**src/sv/brbo_pkg.sv**
```systemverilog
// Shared types and constants for the byte ring buffer with overwrite and peek.
// Used by the front end, the command queue, the back end and the top level.
package brbo_pkg;

  localparam int unsigned LOG2_CAPACITY = 10;
  localparam int unsigned MAX_BURST     = 64;
  localparam int unsigned QUEUE_DEPTH   = 2;

  localparam int unsigned ADDR_W  = LOG2_CAPACITY;
  localparam int unsigned CAP_W   = LOG2_CAPACITY + 1;
  localparam int unsigned LG_W    = 4;
  localparam int unsigned BURST_W = $clog2(MAX_BURST + 1);
  localparam int unsigned QPTR_W  = (QUEUE_DEPTH > 1) ? $clog2(QUEUE_DEPTH) : 1;
  localparam int unsigned QCNT_W  = $clog2(QUEUE_DEPTH + 1);
  localparam int unsigned FILL_W  = 11;
  localparam int unsigned MAX_FILL = 1 << LOG2_CAPACITY;

  typedef enum logic [2:0] {
    OP_WRITE      = 3'd0,
    OP_TRY_WRITE  = 3'd1,
    OP_READ       = 3'd2,
    OP_PEEK       = 3'd3,
    OP_CONSUME_IF = 3'd4,
    OP_CONSUME    = 3'd5,
    OP_RESET      = 3'd6
  } op_e;

  typedef enum logic [1:0] {
    ST_OK        = 2'd0,
    ST_REJECTED  = 2'd1,
    ST_DISCARDED = 2'd2
  } status_e;

  typedef enum logic [1:0] {
    CFG_SIZE_LOG2 = 2'd0,
    CFG_OVERWRITE = 2'd1
  } cfg_idx_e;

  typedef struct packed {
    logic                burst;
    status_e             status;
    logic [15:0]         count;
    logic [31:0]         rd_cnt;
    logic [31:0]         wr_cnt;
    logic [CAP_W-1:0]    cap;
    logic [ADDR_W-1:0]   base;
    logic [ADDR_W-1:0]   mask;
    logic [BURST_W-1:0]  len;
  } cmd_t;

  typedef struct packed {
    logic              en;
    logic [ADDR_W-1:0] addr;
    logic [7:0]        data;
  } mem_wr_t;

  typedef struct packed {
    logic              in_ready;
    logic [QCNT_W-1:0] pend_cnt;
  } front_stat_t;

  typedef struct packed {
    logic pop;
    logic burst_done;
  } back_ctl_t;

endpackage

```
**src/sv/brbo_cmd_q.sv**
```systemverilog
// Short command queue between the front end and the back end.
// Holds brbo_pkg::cmd_t entries and shows the oldest one at its head.
module brbo_cmd_q (
  input  logic           clk_i,
  input  logic           rst_ni,
  input  logic           push_i,
  input  brbo_pkg::cmd_t cmd_i,
  input  logic           pop_i,
  output brbo_pkg::cmd_t head_o,
  output logic           full_o,
  output logic           empty_o
);

  brbo_pkg::cmd_t              entry_q [brbo_pkg::QUEUE_DEPTH];
  logic [brbo_pkg::QPTR_W-1:0] wr_ptr_q, rd_ptr_q;
  logic [brbo_pkg::QCNT_W-1:0] cnt_q;

  assign head_o  = entry_q[rd_ptr_q];
  assign full_o  = (32'(cnt_q) == 32'(brbo_pkg::QUEUE_DEPTH));
  assign empty_o = (cnt_q == '0);

  function automatic logic [brbo_pkg::QPTR_W-1:0] next_ptr(
    input logic [brbo_pkg::QPTR_W-1:0] ptr
  );
    if (32'(ptr) == 32'(brbo_pkg::QUEUE_DEPTH - 1)) begin
      return '0;
    end
    return ptr + brbo_pkg::QPTR_W'(1);
  endfunction

  always_ff @(posedge clk_i) begin
    if (push_i) begin
      entry_q[wr_ptr_q] <= cmd_i;
    end
  end

  always_ff @(posedge clk_i or negedge rst_ni) begin
    if (!rst_ni) begin
      wr_ptr_q <= '0;
      rd_ptr_q <= '0;
      cnt_q    <= '0;
    end else begin
      if (push_i) begin
        wr_ptr_q <= next_ptr(wr_ptr_q);
      end
      if (pop_i) begin
        rd_ptr_q <= next_ptr(rd_ptr_q);
      end
      if (push_i && !pop_i) begin
        cnt_q <= cnt_q + brbo_pkg::QCNT_W'(1);
      end else if (pop_i && !push_i) begin
        cnt_q <= cnt_q - brbo_pkg::QCNT_W'(1);
      end
    end
  end

endmodule

```
**config.mk**
```make
export PLATFORM = sky130hd
export DESIGN_NAME = brbo_cmd_q
export DESIGN_NICKNAME = d
export VERILOG_FILES = /design/src/sv/brbo_pkg.sv /design/src/sv/brbo_cmd_q.sv
export SDC_FILE = /design/constraint.sdc
export NUM_CORES = 1
export LEC_CHECK = 0
export BUFFER_PORTS_ARGS = -buffer_cell sky130_fd_sc_hd__buf_4
export CAP_MARGIN = 20
export CORE_MARGIN = 2
export CORE_UTILIZATION = 40
export CTS_CLUSTER_DIAMETER = 40
export DETAILED_ROUTE_END_ITERATION = 12
export PLACE_DENSITY = 0.77
export SYNTH_ARGS = -nofsm -noshare
export SYNTH_HDL_FRONTEND = slang
export SYNTH_SLANG_ARGS = --single-unit
```
**constraint.sdc**
```tcl
create_clock -name clk_i -period 6.88 [get_ports clk_i]
set_input_delay 0.688 -clock clk_i [delete_from_list [all_inputs] [get_ports clk_i]]
set_output_delay 0.688 -clock clk_i [all_outputs]
set_load 0.005 [all_outputs]
```
==> summary.json <==
{
  "status": {"value": "complete, no violations"},
  "tns": {"value": 0, "unit": "ns"},
  "setup-violations-final": {"value": 0},
  "clock_sink_count": {"value": 246},
  "maxCapViolCount": {"value": 0},
  "synth.avg_cell_area": {"value": 23.54, "unit": "um^2"},
  "worstSkewPairLatency": {"value": 0.52, "unit": "ns"},
  "worst_case_setup_margin_in_the_final_layout": {"value": 3.719, "unit": "ns"},
  "pre_cts_ws": {"value": 4.106, "unit": "ns"},
  "crit_path_top_delay_cell": {"value": "buf_4"},
  "vias": {"value": 4567},
  "critPathMaxFanout": {"value": 55},
  "crit_path_end_kind": {"value": "output pin"},
  "port-buffer-count": {"value": 247},
  "timing.final.crit_share": {"value": 45.95, "unit": "%"},
  "ir_worst_vdd": {"value": 0.2697, "unit": "mV"},
  "timing.final.crit_period": {"value": 3.161, "unit": "ns"},
  "synth-seq-cells": {"value": 246},
  "synthDominantCellAreaShare": {"value": 78.54, "unit": "%"},
  "cts_tree": {"value": "yes"},
  "core.rowCount": {"value": 55},
  "synth_nets": {"value": 519},
  "synth_sequential_area_ratio": {"value": 79.62, "unit": "%"},
  "layout.cells.most_common_list": {"value": "buf_4, edfxtp_1, mux2_4"},
  "cts.repair.resized": {"value": 0},
  "clk_pin_slew": {"value": 0.06, "unit": "ns"},
  "detail_route.vias_per_cell": {"value": 4.694},
  "startpoint_kind_of_the_worst_setup_timing_path": {"value": "flip-flop"},
  "p_leak": {"value": 4.903, "unit": "nW"},
  "core_region_area": {"value": 22640, "unit": "um^2"},
  "area_growth_syn_to_layout": {"value": 34.35, "unit": "%"},
  "worstMarginPinSlew": {"value": 0.9749, "unit": "ns"},
  "place_hpwl": {"value": 11430, "unit": "um"},
  "critical-path-top-cell-by-count": {"value": "buf_4"},
  "final_clock_skew": {"value": 0.006399, "unit": "ns"},
  "groute.usage.overall": {"value": 13.63, "unit": "%"},
  "netlist-cell-type-count": {"value": 14},
  "ant_nets": {"value": 0},
  "hold_violations": {"value": 0},
  "pin_count_of_the_biggest_net_entering_global_routing": {"value": 70},
  "grt_setup_unrepaired": {"value": "no"},
  "most_common_cell_after_layout_fill_and_taps_aside": {"value": "buf_4"},
  "nNetsFinal": {"value": 791},
  "critPathArrivalTime": {"value": 2.47, "unit": "ns"},
  "die_width": {"value": 156.1, "unit": "um"},
  "worst_slew_margin_rel": {"value": 35.00, "unit": "%"},
  "synthCells": {"value": 393},
  "grt_pass1_vias": {"value": 4841},
  "maximum_cell_stage_delay_along_the_critical_path": {"value": 0.75, "unit": "ns"},
  "synthTopCellsByArea": {"value": "edfxtp_1, mux2_4, mux2_2, buf_6, dfrtp_1"},
  "yosys_warnings": {"value": 0},
  "path_class": {"value": "flip-flop to output pin"},
  "die-height": {"value": 156.1, "unit": "um"},
  "worst-endpoint-required": {"value": 6.19, "unit": "ns"},
  "worstPathCellList": {"value": "buf_4 > mux2_2 > buf_4"},
  "floorplan.die_area": {"value": 24360, "unit": "um^2"},
  "synth_top_cell_by_area": {"value": "edfxtp_1"},
  "effective_utilization_at_floorplan": {"value": 40.87, "unit": "%"},
  "dr.pass1.iters": {"value": 4},
  "first_pass_grt_wire_length": {"value": 25930, "unit": "um"},
  "detailedRoute.firstIterationViolations": {"value": 240},
  "global_route.overflow_total": {"value": 0},
  "synthesis.area": {"value": 9253, "unit": "um^2"},
  "hp-class": {"value": "input pin to flip-flop"},
  "routed_wirelength": {"value": 17240, "unit": "um"},
  "insertedDiodeCount": {"value": 0},
  "pin_count": {"value": 248},
  "grt_antenna_before_repair": {"value": 0},
  "powerDensity": {"value": 415.3, "unit": "nW/um^2"},
  "place_congestion": {"value": 0.7134},
  "fmax": {"value": 316.3, "unit": "MHz"},
  "routed_wire_length_per_instance": {"value": 17.72, "unit": "um"},
  "h-tree-depth": {"value": 1},
  "clk_path_buf_depth": {"value": 3},
  "share_of_final_layout_standard_cells_stronger_than_drive_strength_1": {"value": 61.92, "unit": "%"},
  "cts-buffers-inserted": {"value": 31},
  "finalMaxSlewViolations": {"value": 0},
  "route.detailed.drc": {"value": 0},
  "cts_root_buf": {"value": "clkbuf_16"}
}
state kept, by name (all words and copies together), names as in the netlist:
name	count
entry_q	242
cnt_q	2
rd_ptr_q	1
wr_ptr_q	1
worst max-delay path, delay by kind of cell (launching register included):
| family | cells | cell delay [ns] |
|---|---|---|
| muxes | 1 | 0.42 |
| buffers and inverters | 2 | 0.89 |
| DFF | 1 | 0.59 |
worst paths after layout:
path | startpoint | endpoint | slack [ns] | depth (start not counted)
max | rd_ptr_q | head_o[103] | 3.72 | 3
min | pop_i | rd_ptr_q | 0.34 | 2
max reg2reg | wr_ptr_q | entry_q[1][89] | 4.47 | 2
min reg2reg | cnt_q[1] | cnt_q[1] | 0.50 | 1
max in group asynchronous | rst_ni | rd_ptr_q | 6.25 | 2
min in group asynchronous | rst_ni | cnt_q[1] | 0.51 | 2
cells by family (layout without fill, tap and decap cells):
logic type / Yosys count / after routing / share of synthesized area, %
xor gates and xnor gates: 5 / 5 / 0.4733
adders and majority gates: 1 / 1 / 0.1352
buffers and inverters: 15 / 310 / 1.514
DFF: 246 / 246 / 79.62
muxes: 121 / 121 / 17.97
and+or+nand+nor: 5 / 5 / 0.2840
synth_stat cells:
cell / number
xor2_1: 4
xnor2_1: 1
buf_2: 4
buf_6: 9
and2_1: 1
mux2_2: 41
inv_1: 1
ha_1: 1
buf_8: 1
mux2_4: 80
edfxtp_1: 242
dfrtp_1: 4
nor2_1: 2
nor2b_1: 2
per-stage QoR:
stage	power, mW	hold WS [ns]	cell area [um^2]	cells	utilization, %
after floorplan	3.010	0.3924	9253	393	-
after global placement	3.582	0.4733	11380	916	50.26
after detailed placement	3.632	0.4890	11380	916	50.26
after CTS	5.236	0.3113	12430	973	54.90
after global routing	5.398	0.3088	12430	973	54.90
final	5.162	0.3371	12430	973	54.90
repair_timing:
| item | 4_1_cts | 5_1_grt |
|---|---|---|
| setup buffers | 0 | 0 |
| hold endpoints to repair | 4 | 0 |
| setup endpoints to repair | 0 | 0 |
| hold buffers | 1 | 0 |
metal layers:
layer | global-route usage [%] | up-vias | wire length [um]
met5 | 0 | - | 0
met1 | 16.64 | 2244 | 6826
met2 | 23.47 | 197 | 8641
met4 | 3.582 | 0 | 235
li1 | - | 2106 | -
met3 | 4.389 | 20 | 1539
final cells by class:
class                           instances  area (um^2)
Inverter                                1        3.754
Clock buffer                           32        779.5
Multi-Input combinational cell        132         1755
Clock inverter                         24        262.8
Timing Repair Buffer                  253         1902
Fill cell                            1693        10210
Sequential cell                       246         7371
Tap cell                              285        356.6
where the power goes:
| part | total [mW] | switching [mW] | internal, mW |
|---|---|---|---|
| Combinational | 1.49 | 0.615 | 0.871 |
| Sequential | 2.09 | 0.0925 | 2.00 |
| Clock | 1.59 | 0.605 | 0.983 |
| Total | 5.16 | 1.31 | 3.85 |
Note: power is estimated with default switching activity, not from simulation.
