### src/sv/brbo_pkg.sv
// Shared types and constants for the byte ring buffer with overwrite and peek.
// Used by the front end, the command queue, the back end and the top level.
package brbo_pkg;

  localparam int unsigned LOG2_CAPACITY = 10;
  localparam int unsigned MAX_BURST     = 64;
  localparam int unsigned QUEUE_DEPTH   = 2;

  localparam int unsigned ADDR_W  = LOG2_CAPACITY;
  localparam int unsigned CAP_W   = LOG2_CAPACITY + 1;
  localparam int unsigned LG_W    = 4;
  localparam int unsigned BURST_W = $clog2(MAX_BURST + 1);
  localparam int unsigned QPTR_W  = (QUEUE_DEPTH > 1) ? $clog2(QUEUE_DEPTH) : 1;
  localparam int unsigned QCNT_W  = $clog2(QUEUE_DEPTH + 1);
  localparam int unsigned FILL_W  = 11;
  localparam int unsigned MAX_FILL = 1 << LOG2_CAPACITY;

  typedef enum logic [2:0] {
    OP_WRITE      = 3'd0,
    OP_TRY_WRITE  = 3'd1,
    OP_READ       = 3'd2,
    OP_PEEK       = 3'd3,
    OP_CONSUME_IF = 3'd4,
    OP_CONSUME    = 3'd5,
    OP_RESET      = 3'd6
  } op_e;

  typedef enum logic [1:0] {
    ST_OK        = 2'd0,
    ST_REJECTED  = 2'd1,
    ST_DISCARDED = 2'd2
  } status_e;

  typedef enum logic [1:0] {
    CFG_SIZE_LOG2 = 2'd0,
    CFG_OVERWRITE = 2'd1
  } cfg_idx_e;

  typedef struct packed {
    logic                burst;
    status_e             status;
    logic [15:0]         count;
    logic [31:0]         rd_cnt;
    logic [31:0]         wr_cnt;
    logic [CAP_W-1:0]    cap;
    logic [ADDR_W-1:0]   base;
    logic [ADDR_W-1:0]   mask;
    logic [BURST_W-1:0]  len;
  } cmd_t;

  typedef struct packed {
    logic              en;
    logic [ADDR_W-1:0] addr;
    logic [7:0]        data;
  } mem_wr_t;

  typedef struct packed {
    logic              in_ready;
    logic [QCNT_W-1:0] pend_cnt;
  } front_stat_t;

  typedef struct packed {
    logic pop;
    logic burst_done;
  } back_ctl_t;

endpackage

### src/sv/brbo_front.sv
// Front end: configuration registers, ring counters and chunk state.
// Decides each word and pushes one command into the queue; uses brbo_pkg.
module brbo_front (
  input  logic                      clk_i,
  input  logic                      rst_ni,
  input  logic                      cfg_valid_i,
  input  logic [1:0]                cfg_index_i,
  input  logic [3:0]                cfg_data_i,
  input  logic                      in_valid_i,
  input  logic [2:0]                opcode_i,
  input  logic [7:0]                data_byte_i,
  input  logic                      first_of_chunk_i,
  input  logic [15:0]               chunk_length_i,
  input  logic [15:0]               request_count_i,
  input  logic [31:0]               snapshot_value_i,
  input  logic                      q_full_i,
  input  brbo_pkg::back_ctl_t       back_i,
  output brbo_pkg::front_stat_t     stat_o,
  output logic                      push_o,
  output brbo_pkg::cmd_t            cmd_o,
  output brbo_pkg::mem_wr_t         wr_o
);

  logic [brbo_pkg::LG_W-1:0]   size_log2_q;
  logic                        overwrite_q;
  logic [31:0]                 wr_cnt_q, wr_cnt_d;
  logic [31:0]                 rd_cnt_q, rd_cnt_d;
  logic [15:0]                 remain_q, remain_d;
  logic                        accepted_q, accepted_d;
  logic [brbo_pkg::QCNT_W-1:0] pend_q, pend_d;

  brbo_pkg::op_e               op;
  logic [brbo_pkg::LG_W-1:0]   lg;
  logic [brbo_pkg::CAP_W-1:0]  cap;
  logic [brbo_pkg::ADDR_W-1:0] mask;
  logic [31:0]                 avail;
  logic [32:0]                 need;
  logic [31:0]                 take;
  logic [brbo_pkg::BURST_W-1:0] burst_len;
  logic [15:0]                 consume_len;
  logic                        is_write;
  logic                        accept;
  logic                        ok;

  assign op       = brbo_pkg::op_e'(opcode_i);
  assign is_write = (op == brbo_pkg::OP_WRITE) || (op == brbo_pkg::OP_TRY_WRITE);

  always_comb begin
    lg = size_log2_q;
    if (lg < brbo_pkg::LG_W'(1)) begin
      lg = brbo_pkg::LG_W'(1);
    end else if (32'(lg) > 32'(brbo_pkg::LOG2_CAPACITY)) begin
      lg = brbo_pkg::LG_W'(brbo_pkg::LOG2_CAPACITY);
    end
  end

  assign cap   = brbo_pkg::CAP_W'(1) << lg;
  assign mask  = brbo_pkg::ADDR_W'(cap - brbo_pkg::CAP_W'(1));
  assign avail = wr_cnt_q - rd_cnt_q;
  assign need  = {1'b0, avail} + 33'(chunk_length_i);
  assign take  = (avail < 32'(request_count_i)) ? avail : 32'(request_count_i);
  assign burst_len = (take > 32'(brbo_pkg::MAX_BURST)) ?
                     brbo_pkg::BURST_W'(brbo_pkg::MAX_BURST) : brbo_pkg::BURST_W'(take);
  assign consume_len = take[15:0];

  assign stat_o.in_ready = !q_full_i && !(is_write && (pend_q != '0));
  assign stat_o.pend_cnt = pend_q;
  assign accept          = in_valid_i && stat_o.in_ready;
  assign push_o          = accept;

  always_comb begin
    wr_cnt_d    = wr_cnt_q;
    rd_cnt_d    = rd_cnt_q;
    remain_d    = remain_q;
    accepted_d  = accepted_q;
    ok          = 1'b1;
    wr_o.en     = 1'b0;
    wr_o.addr   = wr_cnt_q[brbo_pkg::ADDR_W-1:0] & mask;
    wr_o.data   = data_byte_i;
    cmd_o.burst  = 1'b0;
    cmd_o.status = brbo_pkg::ST_OK;
    cmd_o.count  = '0;
    cmd_o.cap    = cap;
    cmd_o.base   = rd_cnt_q[brbo_pkg::ADDR_W-1:0] & mask;
    cmd_o.mask   = mask;
    cmd_o.len    = burst_len;
    case (op)
      brbo_pkg::OP_WRITE, brbo_pkg::OP_TRY_WRITE: begin
        if (first_of_chunk_i) begin
          if ((chunk_length_i == '0) || (chunk_length_i > 16'(cap))) begin
            ok = 1'b0;
          end else if (need > 33'(cap)) begin
            if ((op == brbo_pkg::OP_TRY_WRITE) || !overwrite_q) begin
              ok = 1'b0;
            end else begin
              rd_cnt_d = wr_cnt_q + 32'(chunk_length_i) - 32'(cap);
            end
          end
          remain_d   = (chunk_length_i != '0) ? chunk_length_i - 16'd1 : '0;
          accepted_d = ok;
          if (ok) begin
            wr_o.en     = 1'b1;
            wr_cnt_d    = wr_cnt_q + 32'd1;
            cmd_o.count = 16'd1;
          end else begin
            cmd_o.status = brbo_pkg::ST_REJECTED;
          end
        end else if ((remain_q != '0) && accepted_q) begin
          remain_d    = remain_q - 16'd1;
          wr_o.en     = 1'b1;
          wr_cnt_d    = wr_cnt_q + 32'd1;
          cmd_o.count = 16'd1;
        end else begin
          if (remain_q != '0) begin
            remain_d = remain_q - 16'd1;
          end
          cmd_o.status = brbo_pkg::ST_DISCARDED;
        end
      end
      brbo_pkg::OP_READ, brbo_pkg::OP_PEEK: begin
        if (burst_len != '0) begin
          cmd_o.burst = 1'b1;
          cmd_o.count = 16'(burst_len);
          if (op == brbo_pkg::OP_READ) begin
            rd_cnt_d = rd_cnt_q + 32'(burst_len);
          end
        end
      end
      brbo_pkg::OP_CONSUME_IF: begin
        if ((request_count_i != '0) && (rd_cnt_q == snapshot_value_i) &&
            (32'(request_count_i) <= avail)) begin
          rd_cnt_d    = rd_cnt_q + 32'(request_count_i);
          cmd_o.count = request_count_i;
        end else begin
          cmd_o.status = brbo_pkg::ST_REJECTED;
        end
      end
      brbo_pkg::OP_CONSUME: begin
        rd_cnt_d    = rd_cnt_q + 32'(consume_len);
        cmd_o.count = consume_len;
      end
      brbo_pkg::OP_RESET: begin
        wr_cnt_d   = '0;
        rd_cnt_d   = '0;
        remain_d   = '0;
        accepted_d = 1'b0;
      end
      default: begin
        cmd_o.status = brbo_pkg::ST_REJECTED;
      end
    endcase
    wr_o.en      = wr_o.en && accept;
    cmd_o.rd_cnt = rd_cnt_d;
    cmd_o.wr_cnt = wr_cnt_d;
  end

  always_comb begin
    pend_d = pend_q;
    if (accept && cmd_o.burst) begin
      pend_d = pend_d + brbo_pkg::QCNT_W'(1);
    end
    if (back_i.burst_done) begin
      pend_d = pend_d - brbo_pkg::QCNT_W'(1);
    end
  end

  always_ff @(posedge clk_i or negedge rst_ni) begin
    if (!rst_ni) begin
      size_log2_q <= brbo_pkg::LG_W'(brbo_pkg::LOG2_CAPACITY);
      overwrite_q <= 1'b0;
      wr_cnt_q    <= '0;
      rd_cnt_q    <= '0;
      remain_q    <= '0;
      accepted_q  <= 1'b0;
      pend_q      <= '0;
    end else begin
      if (cfg_valid_i && (cfg_index_i == brbo_pkg::CFG_SIZE_LOG2)) begin
        size_log2_q <= cfg_data_i;
      end
      if (cfg_valid_i && (cfg_index_i == brbo_pkg::CFG_OVERWRITE)) begin
        overwrite_q <= cfg_data_i[0];
      end
      if (accept) begin
        wr_cnt_q   <= wr_cnt_d;
        rd_cnt_q   <= rd_cnt_d;
        remain_q   <= remain_d;
        accepted_q <= accepted_d;
      end
      pend_q <= pend_d;
    end
  end

endmodule

### config.mk
export PLATFORM = sky130hd
export DESIGN_NAME = brbo_front
export DESIGN_NICKNAME = d
export VERILOG_FILES = /design/src/sv/brbo_pkg.sv /design/src/sv/brbo_front.sv
export SDC_FILE = /design/constraint.sdc
export NUM_CORES = 1
export LEC_CHECK = 0
export ABC_AREA = 0
export BUFFER_PORTS_ARGS = -buffer_cell sky130_fd_sc_hd__buf_2
export CAP_MARGIN = 0
export CORE_MARGIN = 4
export CORE_UTILIZATION = 40
export DETAILED_ROUTE_END_ITERATION = 12
export PLACE_DENSITY = 0.57
export SYNTH_ARGS = -nofsm -noshare
export SYNTH_HDL_FRONTEND = slang
export SYNTH_SLANG_ARGS = --single-unit
### constraint.sdc
create_clock -name clk_i -period 14.26 [get_ports clk_i]
set_clock_uncertainty 0.05 [all_clocks]
set_input_delay 0 -clock clk_i [delete_from_list [all_inputs] [get_ports clk_i]]
set_output_delay 0 -clock clk_i [all_outputs]
set_load 0.005 [all_outputs]
==> impl_table.tex, run 1 <==
\begin{tabular}{lr}
\hline
Metric & Value \\
\hline
\multicolumn{2}{l}{\textbf{Run status}} \\
Outcome & completed \\
\multicolumn{2}{l}{\textbf{Synth}} \\
Largest cells by area after synthesis & sky130\_fd\_sc\_hd\_\_ha\_1 (13\%), sky130\_fd\_sc\_hd\_\_dfrtp\_1 (12\%), sky130\_fd\_sc\_hd\_\_a21oi\_1 (5.8\%), sky130\_fd\_sc\_hd\_\_o21ai\_0 (4.7\%), sky130\_fd\_sc\_hd\_\_inv\_1 (4.2\%) \\
Share of the yosys chip area belonging to registers & about an eighth \\
Most frequently used cell type in the post-synthesis netlist & sky130\_fd\_sc\_hd\_\_a21oi\_1 \\
Async S/R FF share, synth & 100\% \\
Number of enable flip-flop cells after synthesis & 0 \\
Synthesized area per cell & $\sim$7 sq um \\
Top post-synthesis cells by count & sky130\_fd\_sc\_hd\_\_a21oi\_1 (204), sky130\_fd\_sc\_hd\_\_inv\_1 (197), sky130\_fd\_sc\_hd\_\_nand2\_1 (195) \\
Synthesized instance count & 2,500 \\
Post-synth top area share & between 10\% and 20\% \\
Cell Area, Synth & 17,700 sq um \\
Synthesis Warnings & 0 \\
Top flip-flop cell by instance count after synthesis & sky130\_fd\_sc\_hd\_\_dfrtp\_1 \\
Flop and latch count out of synthesis & just under 90 \\
Number of library cell types mapped by synthesis & slightly below 100 \\
Leading area contributor after synthesis & sky130\_fd\_sc\_hd\_\_ha\_1 \\
\multicolumn{2}{l}{\textbf{Detailed routing}} \\
Residual DRC & 0 \\
Number of nets with antenna violations after routing & 0 \\
WL/cell & 25.2 um \\
Total Wirelength & about 80 mm \\
Routed via count divided by cell count & between 6 and 7 \\
First DRT Iteration DRCs & between 2,000 and 2,500 \\
Count of vias placed by the detailed router & $\sim$21,000 \\
Pre-antenna DRT Iters & 8 \\
\multicolumn{2}{l}{\textbf{GRT}} \\
Number of global-route vias before repair & between 15,000 and 20,000 \\
Total track usage & 32.9\% \\
Initial antenna violation count & 1 \\
Maximum number of pins on one net before global-route repair & between 40 and 50 \\
Global-route wire length before repair & $\sim$120 mm \\
GRT overflow & 0 \\
\multicolumn{2}{l}{\textbf{Timing}} \\
Final Critical Period & 11.26 ns \\
Remaining max-slew budget at the tightest pin & approximately 11\% \\
Setup repair after global routing missed its margin & false \\
Post-route setup slack & $\sim$3 ns \\
Slew at the pin closest to its max-slew limit & between 1 and 1.5 ns \\
Achievable frequency & between 0.08 and 0.09 GHz \\
Total negative slack & 0 ns \\
Final Max Tran Viols & 0 \\
Final Hold Vio Count & 0 \\
Final setup violation count & 0 \\
Fin crit share & around four fifths \\
\multicolumn{2}{l}{\textbf{Worst setup path}} \\
Critical Path Fanout Max & 33 \\
CP max stage cell & sky130\_fd\_sc\_hd\_\_nor4\_1 \\
Critical Setup Path Class & reg2out \\
Worst Path Required & between 10 and 15 ns \\
Biggest cell delay along the critical path & between 1 and 1.5 ns \\
Critical path capture point type & primary output \\
Worst Setup Start Kind & register \\
Critical path data arrival time & 11.21 ns \\
\multicolumn{2}{l}{\textbf{Placed design}} \\
Worst slack at placement & about 3.7 ns \\
Final HPWL DP & 64.0 mm \\
Area of placed instances & slightly below 20,000 sq um \\
Gpl congestion & approximately 1 \\
Port buffer count & roughly 210 \\
\multicolumn{2}{l}{\textbf{Cells and area}} \\
Fill cells & approximately 4,500 \\
Fin nets & 2,944 \\
Final Util & between 40\% and 50\% \\
Fraction of final layout cells sized beyond drive strength 1 & about an eighth \\
Number of diodes added for antenna fixing & 0 \\
Area Growth Syn to Fin & 12.0\% \\
Cell area after layout & 19,800 sq um \\
\multicolumn{2}{l}{\textbf{Clock tree}} \\
Number of buffers created by CTS & 9 \\
Number of buffers added for setup after CTS & 0 \\
Number of H-tree levels & 3 \\
Number of buffers between clock root and the deepest sink & 2 \\
Clk\_lat worst skew & 0.40 ns \\
Clock slew seen by the registers of the worst setup and hold paths & $\sim$0.08 ns \\
Post\_cts resized & 0 \\
Total clock sinks & between 80 and 90 \\
CTS tree & yes \\
CTS Root Buffer Type & sky130\_fd\_sc\_hd\_\_clkbuf\_16 \\
\multicolumn{2}{l}{\textbf{Power and ir drop}} \\
Pleak & a little over 9 nW \\
Worst voltage drop across the vdd grid & 0.0840 mV \\
Power Dens Cells & 152 nW/um\^{}2 \\
\multicolumn{2}{l}{\textbf{Run}} \\
Max Cap Viol & 0 \\
\multicolumn{2}{l}{\textbf{Floorplanning}} \\
Overall die height & between 200 and 250 um \\
Area of the core & 43,500 sq um \\
Starting density of the core & between 40\% and 50\% \\
DIE WIDTH & 218 um \\
Count of standard-cell rows & 76 \\
Io pins & about 230 \\
Overall die area & approximately 48,000 sq um \\
\multicolumn{2}{l}{\textbf{Min path}} \\
Worst hold path type & in2async \\
\hline
\end{tabular}
## metal layers
layer	global-route usage [%]	routed length (um)
met3	4.74	6980
met1	45.1	35100
met4	12.9	3460
met2	52.4	36200
met5	0	11
## kinds of logic after synthesis
| family | Yosys count | synth area share (%) |
|---|---|---|
| AO/OA/AOI/OAI | 862 | 32.5 |
| XOR/XNOR | 152 | 7.52 |
| adder cells (fa/ha/maj) | 197 | 14.6 |
| buffers and inverters | 335 | 7.52 |
| flip-flops | 88 | 12.4 |
| multiplexers | 29 | 1.72 |
| other | 2 | 0.0424 |
| AND/OR/NAND/NOR | 835 | 23.7 |
## stage by stage
stage | hold WS, ns | instances | power (W)
floorplan | -0.346 | 2505 | 0.00194
global route | 0.148 | 3248 | 0.00324
finish | 0.0806 | 3248 | 0.00301
global placement | -0.0500 | 3211 | 0.00264
detailed placement | -0.0500 | 3211 | 0.00267
CTS | 0.108 | 3248 | 0.00295
## report_power, final
group	internal [W]	leakage, nW	switching (W)
sequential	0.000290	1.10	0.000118
clock	0.000124	0.147	0.000140
combinational	0.000885	7.82	0.00146
total	0.00130	9.06	0.00171
## area by class of cell
| type | instances | area (sq um) | share of cell area (%) |
|---|---|---|---|
| multi-input combinational | 2082 | 14200 | 71.8 |
| tap | 585 | 732 | 3.69 |
| clock inverter | 7 | 73.8 | 0.372 |
| timing repair buffer | 279 | 1620 | 8.15 |
| sequential | 88 | 2200 | 11.1 |
| inverter | 198 | 743 | 3.75 |
| clock buffer | 9 | 225 | 1.14 |
## cell usage in the layout, fill, tap and decap left out, drive strengths merged, types with 18 or more instances in the layout
| cell | instances |
|---|---|
| a211oi | 42 |
| nor2b | 19 |
| o21a | 27 |
| dlygate4sd3 | 21 |
| buf | 258 |
| dfrtp | 86 |
| a21o | 55 |
| o211ai | 40 |
| o22ai | 34 |
| or3 | 51 |
| a21boi | 18 |
| ha | 181 |
| o31ai | 19 |
| nand2 | 195 |
| a21oi | 204 |
| nor2 | 189 |
| xnor2 | 83 |
| nand4 | 42 |
| xor2 | 69 |
| a31oi | 39 |
| nand2b | 23 |
| mux2i | 18 |
| nor3 | 81 |
| and3 | 30 |
| nor4 | 46 |
| inv | 201 |
| o21ai | 177 |
| nand3 | 80 |
| and2 | 24 |
| a221oi | 21 |
## state kept, by name, indices dropped and copies added, names as in the netlist
name         flops
wr_cnt_q        32
pend_q           2
size_log2_q      4
remain_q        16
accepted_q       1
overwrite_q      1
rd_cnt_q        32
## critical path: cells and delay by family, from the launching register on
| family | cells | cell delay [ns] |
|---|---|---|
| xor+xnor | 1 | 0.53 |
| mux | 1 | 0.43 |
| compound gates | 12 | 4.08 |
| buf+inv | 5 | 1.10 |
| fa+ha+maj | 3 | 0.93 |
| simple gates | 11 | 2.87 |
| flops | 1 | 0.83 |
## repair_timing
| action | 4_1_cts | 5_1_grt |
|---|---|---|
| hold endpoints to repair | 57 | 0 |
| endpoints found under the setup margin | 0 | 0 |
| hold buffers | 21 | 0 |
## final timing paths
path / start / end / slack (ns) / cells past startpoint
worst min-delay path: rst_ni / wr_cnt_q[31] / 0.08 / 2
worst max register to register: rd_cnt_q[1] / rd_cnt_q[31] / 3.44 / 34
worst max-delay path: rd_cnt_q[1] / cmd_o[87] / 3.00 / 33
worst min register to register: accepted_q / accepted_q / 0.47 / 1
max in group asynchronous: rst_ni / size_log2_q[2] / 12.85 / 3
min in group clk_i: chunk_length_i[7] / remain_q[7] / 0.14 / 4
Power figures use the tool's default switching activity.
==> inputs of run 2 (changes only) <==
- clock period: 14.26 -> 11.4 ns (I/O delays scaled with it)
==> run 2 against run 1 <==
Effect of this change:
- clock-buffer cell count is the same
- cell count rose by 0.12%
- combinational power grew 24%
- register-to-register slack worse by 2.5 ns
- clock power grew 27%
- sequential cell count unchanged
- via count shrank 0.74%
- setup slack lost 2.4 ns
- critical path depth up 1
==> impl_table.tex, run 2 (synthesis gave the netlist of run 1 again) <==
\begin{tabular}{lr}
\hline
Metric & Value \\
\hline
\multicolumn{2}{l}{\textbf{Run status}} \\
Outcome & completed \\
\multicolumn{2}{l}{\textbf{Floorplanning}} \\
Count of standard-cell rows & 76 (unchanged) \\
Overall die area & 47,700 sq um (unchanged) \\
Starting density of the core & 40.8\% (unchanged) \\
Io pins & 233 (unchanged) \\
Overall die height & 218 um (unchanged) \\
Area of the core & 43,500 sq um (unchanged) \\
DIE WIDTH & 218 um (unchanged) \\
\multicolumn{2}{l}{\textbf{Worst setup path}} \\
Stages on the worst setup path & 34 (+3.0\%) \\
CP max stage cell & sky130\_fd\_sc\_hd\_\_a2111oi\_0 \\
Critical Path Fanout Max & 10 (-70\%) \\
Critical path capture point type & primary output \\
Number of cells traversed by the worst register-to-register path & 34 (unchanged) \\
Worst Path Required & 11.35 ns (-2.86 ns) \\
Critical path data arrival time & 10.70 ns (-0.51 ns) \\
Biggest cell delay along the critical path & 0.95 ns (-0.18 ns) \\
Critical Setup Path Class & reg2out \\
Combined buffer and inverter count along the critical path & 3 (-2) \\
Worst Setup Start Kind & register \\
Family of cells with the greatest summed delay on the critical path & compound AO/OA/AOI/OAI gates \\
\multicolumn{2}{l}{\textbf{Timing}} \\
Final Max Tran Viols & 0 (unchanged) \\
Achievable frequency & between 0.09 and 0.1 GHz \\
Fin crit share & roughly 94\% \\
Setup repair after global routing missed its margin & false \\
Final Critical Period & 10.75 ns \\
Slew at the pin closest to its max-slew limit & 1.11 ns (-0.210 ns) \\
Final Hold Vio Count & 0 (unchanged) \\
Post-route setup slack & 0.646 ns (-2.36 ns) \\
Final setup violation count & 0 (unchanged) \\
Worst hold margin & 0.106 ns (+0.0257 ns) \\
Total negative slack & 0 ns (unchanged) \\
Remaining max-slew budget at the tightest pin & 24.1\% (+13 points) \\
\multicolumn{2}{l}{\textbf{Min path}} \\
Worst hold path type & in2async \\
\multicolumn{2}{l}{\textbf{Cells and area}} \\
Area of the multi-input gates & 14,200 sq um (unchanged) \\
Area Growth Syn to Fin & 12.1\% (about the same) \\
Largest registers & rd\_cnt\_q x32, wr\_cnt\_q x32, remain\_q x16 \\
Area of all sequential standard cells & 2200 sq um (unchanged) \\
Most frequent standard cell in the layout excluding fill and tap cells & sky130\_fd\_sc\_hd\_\_buf\_2 \\
Fraction of final layout cells sized beyond drive strength 1 & 12.8\% (+0.065 points) \\
Final Util & 45.7\% (about the same) \\
Most frequent cells in the layout & sky130\_fd\_sc\_hd\_\_buf\_2 (212), sky130\_fd\_sc\_hd\_\_a21oi\_1 (204), sky130\_fd\_sc\_hd\_\_inv\_1 (197) \\
Fill cells & 4,572 (+2.3\%) \\
Fin nets & 2,946 (+0.068\%) \\
\multicolumn{2}{l}{\textbf{GRT}} \\
Initial antenna violation count & 4 (+3) \\
Maximum number of pins on one net before global-route repair & 53 (+10\%) \\
Global-route wire length before repair & 122 mm (+1.2\%) \\
Number of global-route vias before repair & 19,600 (+0.44\%) \\
GRT overflow & 0 (unchanged) \\
Total track usage & 33.3\% (+0.37 points) \\
\multicolumn{2}{l}{\textbf{Detailed routing}} \\
Total Wirelength & 82.3 mm (+0.69\%) \\
WL/cell & 25.3 um (+0.56\%) \\
First DRT Iteration DRCs & 2,179 (-6.1\%) \\
Residual DRC & 0 (unchanged) \\
Count of vias placed by the detailed router & 20,800 (-0.74\%) \\
Number of nets with antenna violations after routing & 0 (unchanged) \\
Routed via count divided by cell count & 6.40 (-0.87\%) \\
Pre-antenna DRT Iters & 6 (-2) \\
\multicolumn{2}{l}{\textbf{Clock tree}} \\
Total clock sinks & 88 (unchanged) \\
Clk\_lat worst skew & 0.41 ns (about the same) \\
Number of buffers between clock root and the deepest sink & 2 (unchanged) \\
Post\_cts resized & 0 (unchanged) \\
CTS Root Buffer Type & sky130\_fd\_sc\_hd\_\_clkbuf\_16 \\
Number of H-tree levels & 3 (unchanged) \\
CTS tree & yes \\
Number of buffers created by CTS & 9 (unchanged) \\
\# hold bufs at CTS & 21 (unchanged) \\
Number of buffers added for setup after CTS & 0 (unchanged) \\
Clock slew seen by the registers of the worst setup and hold paths & 0.09 ns (about the same) \\
\multicolumn{2}{l}{\textbf{Power and ir drop}} \\
Total power & 0.00373 W (+24\%) \\
Pleak & 9.07 nW (+0.11\%) \\
Worst voltage drop across the vdd grid & 0.0961 mV (+14\%) \\
Power Dens Cells & 188 nW/um\^{}2 (+24\%) \\
\multicolumn{2}{l}{\textbf{Placed design}} \\
Gpl congestion & 1.01 (+1.5\%) \\
Port buffer count & 213 (unchanged) \\
Final HPWL DP & 64.7 mm (+1.1\%) \\
Worst slack at placement & 1.35 ns (-2.38 ns) \\
\multicolumn{2}{l}{\textbf{Run}} \\
Max Cap Viol & 0 (unchanged) \\
\hline
\end{tabular}
## run 2: metal layers
| metal | track usage [%] | share of wire [%] | vias to the layer above |
|---|---|---|---|
| li1 | - | - | 9625 |
| met1 | 45.7 | 43 | 9912 |
| met2 | 52.4 | 44 | 1071 |
| met3 | 4.82 | 8.6 | 191 |
| met4 | 13.7 | 4.3 | 2 |
| met5 | 0 | 0.013 | - |
## run 2: final cells by class
class                           count  area share [%]
Sequential cell                    88            11.1
Inverter                          198            3.74
Multi-Input combinational cell   2082            71.7
Clock buffer                        9            1.13
Antenna cell                        2          0.0252
Timing Repair Buffer              281            8.22
Clock inverter                      7           0.359
Tap cell                          585            3.69
## run 2: per-stage QoR
step	std cells	instance area, sq um
after floorplan	2505	17700
after detailed placement	3213	19300
final	3252	19900
after global placement	3213	19300
after CTS	3250	19900
after global routing	3252	19900
## run 2: worst paths after layout
path                            slack, ns              start           end
worst max-delay path                 0.65        rd_cnt_q[9]     cmd_o[92]
worst min-delay path                 0.11             rst_ni  wr_cnt_q[31]
worst max register to register       0.96        rd_cnt_q[9]  rd_cnt_q[30]
worst min register to register       0.45         accepted_q    accepted_q
max in group asynchronous            9.97             rst_ni  rd_cnt_q[25]
min in group clk_i                   0.14  chunk_length_i[7]   remain_q[7]
## run 2: where the power goes
group / switching [W] / internal, W / total, W
Clock: 0.000181 / 0.000155 / 0.000336
Combinational: 0.00180 / 0.00110 / 0.00289
Sequential: 0.000133 / 0.000363 / 0.000496
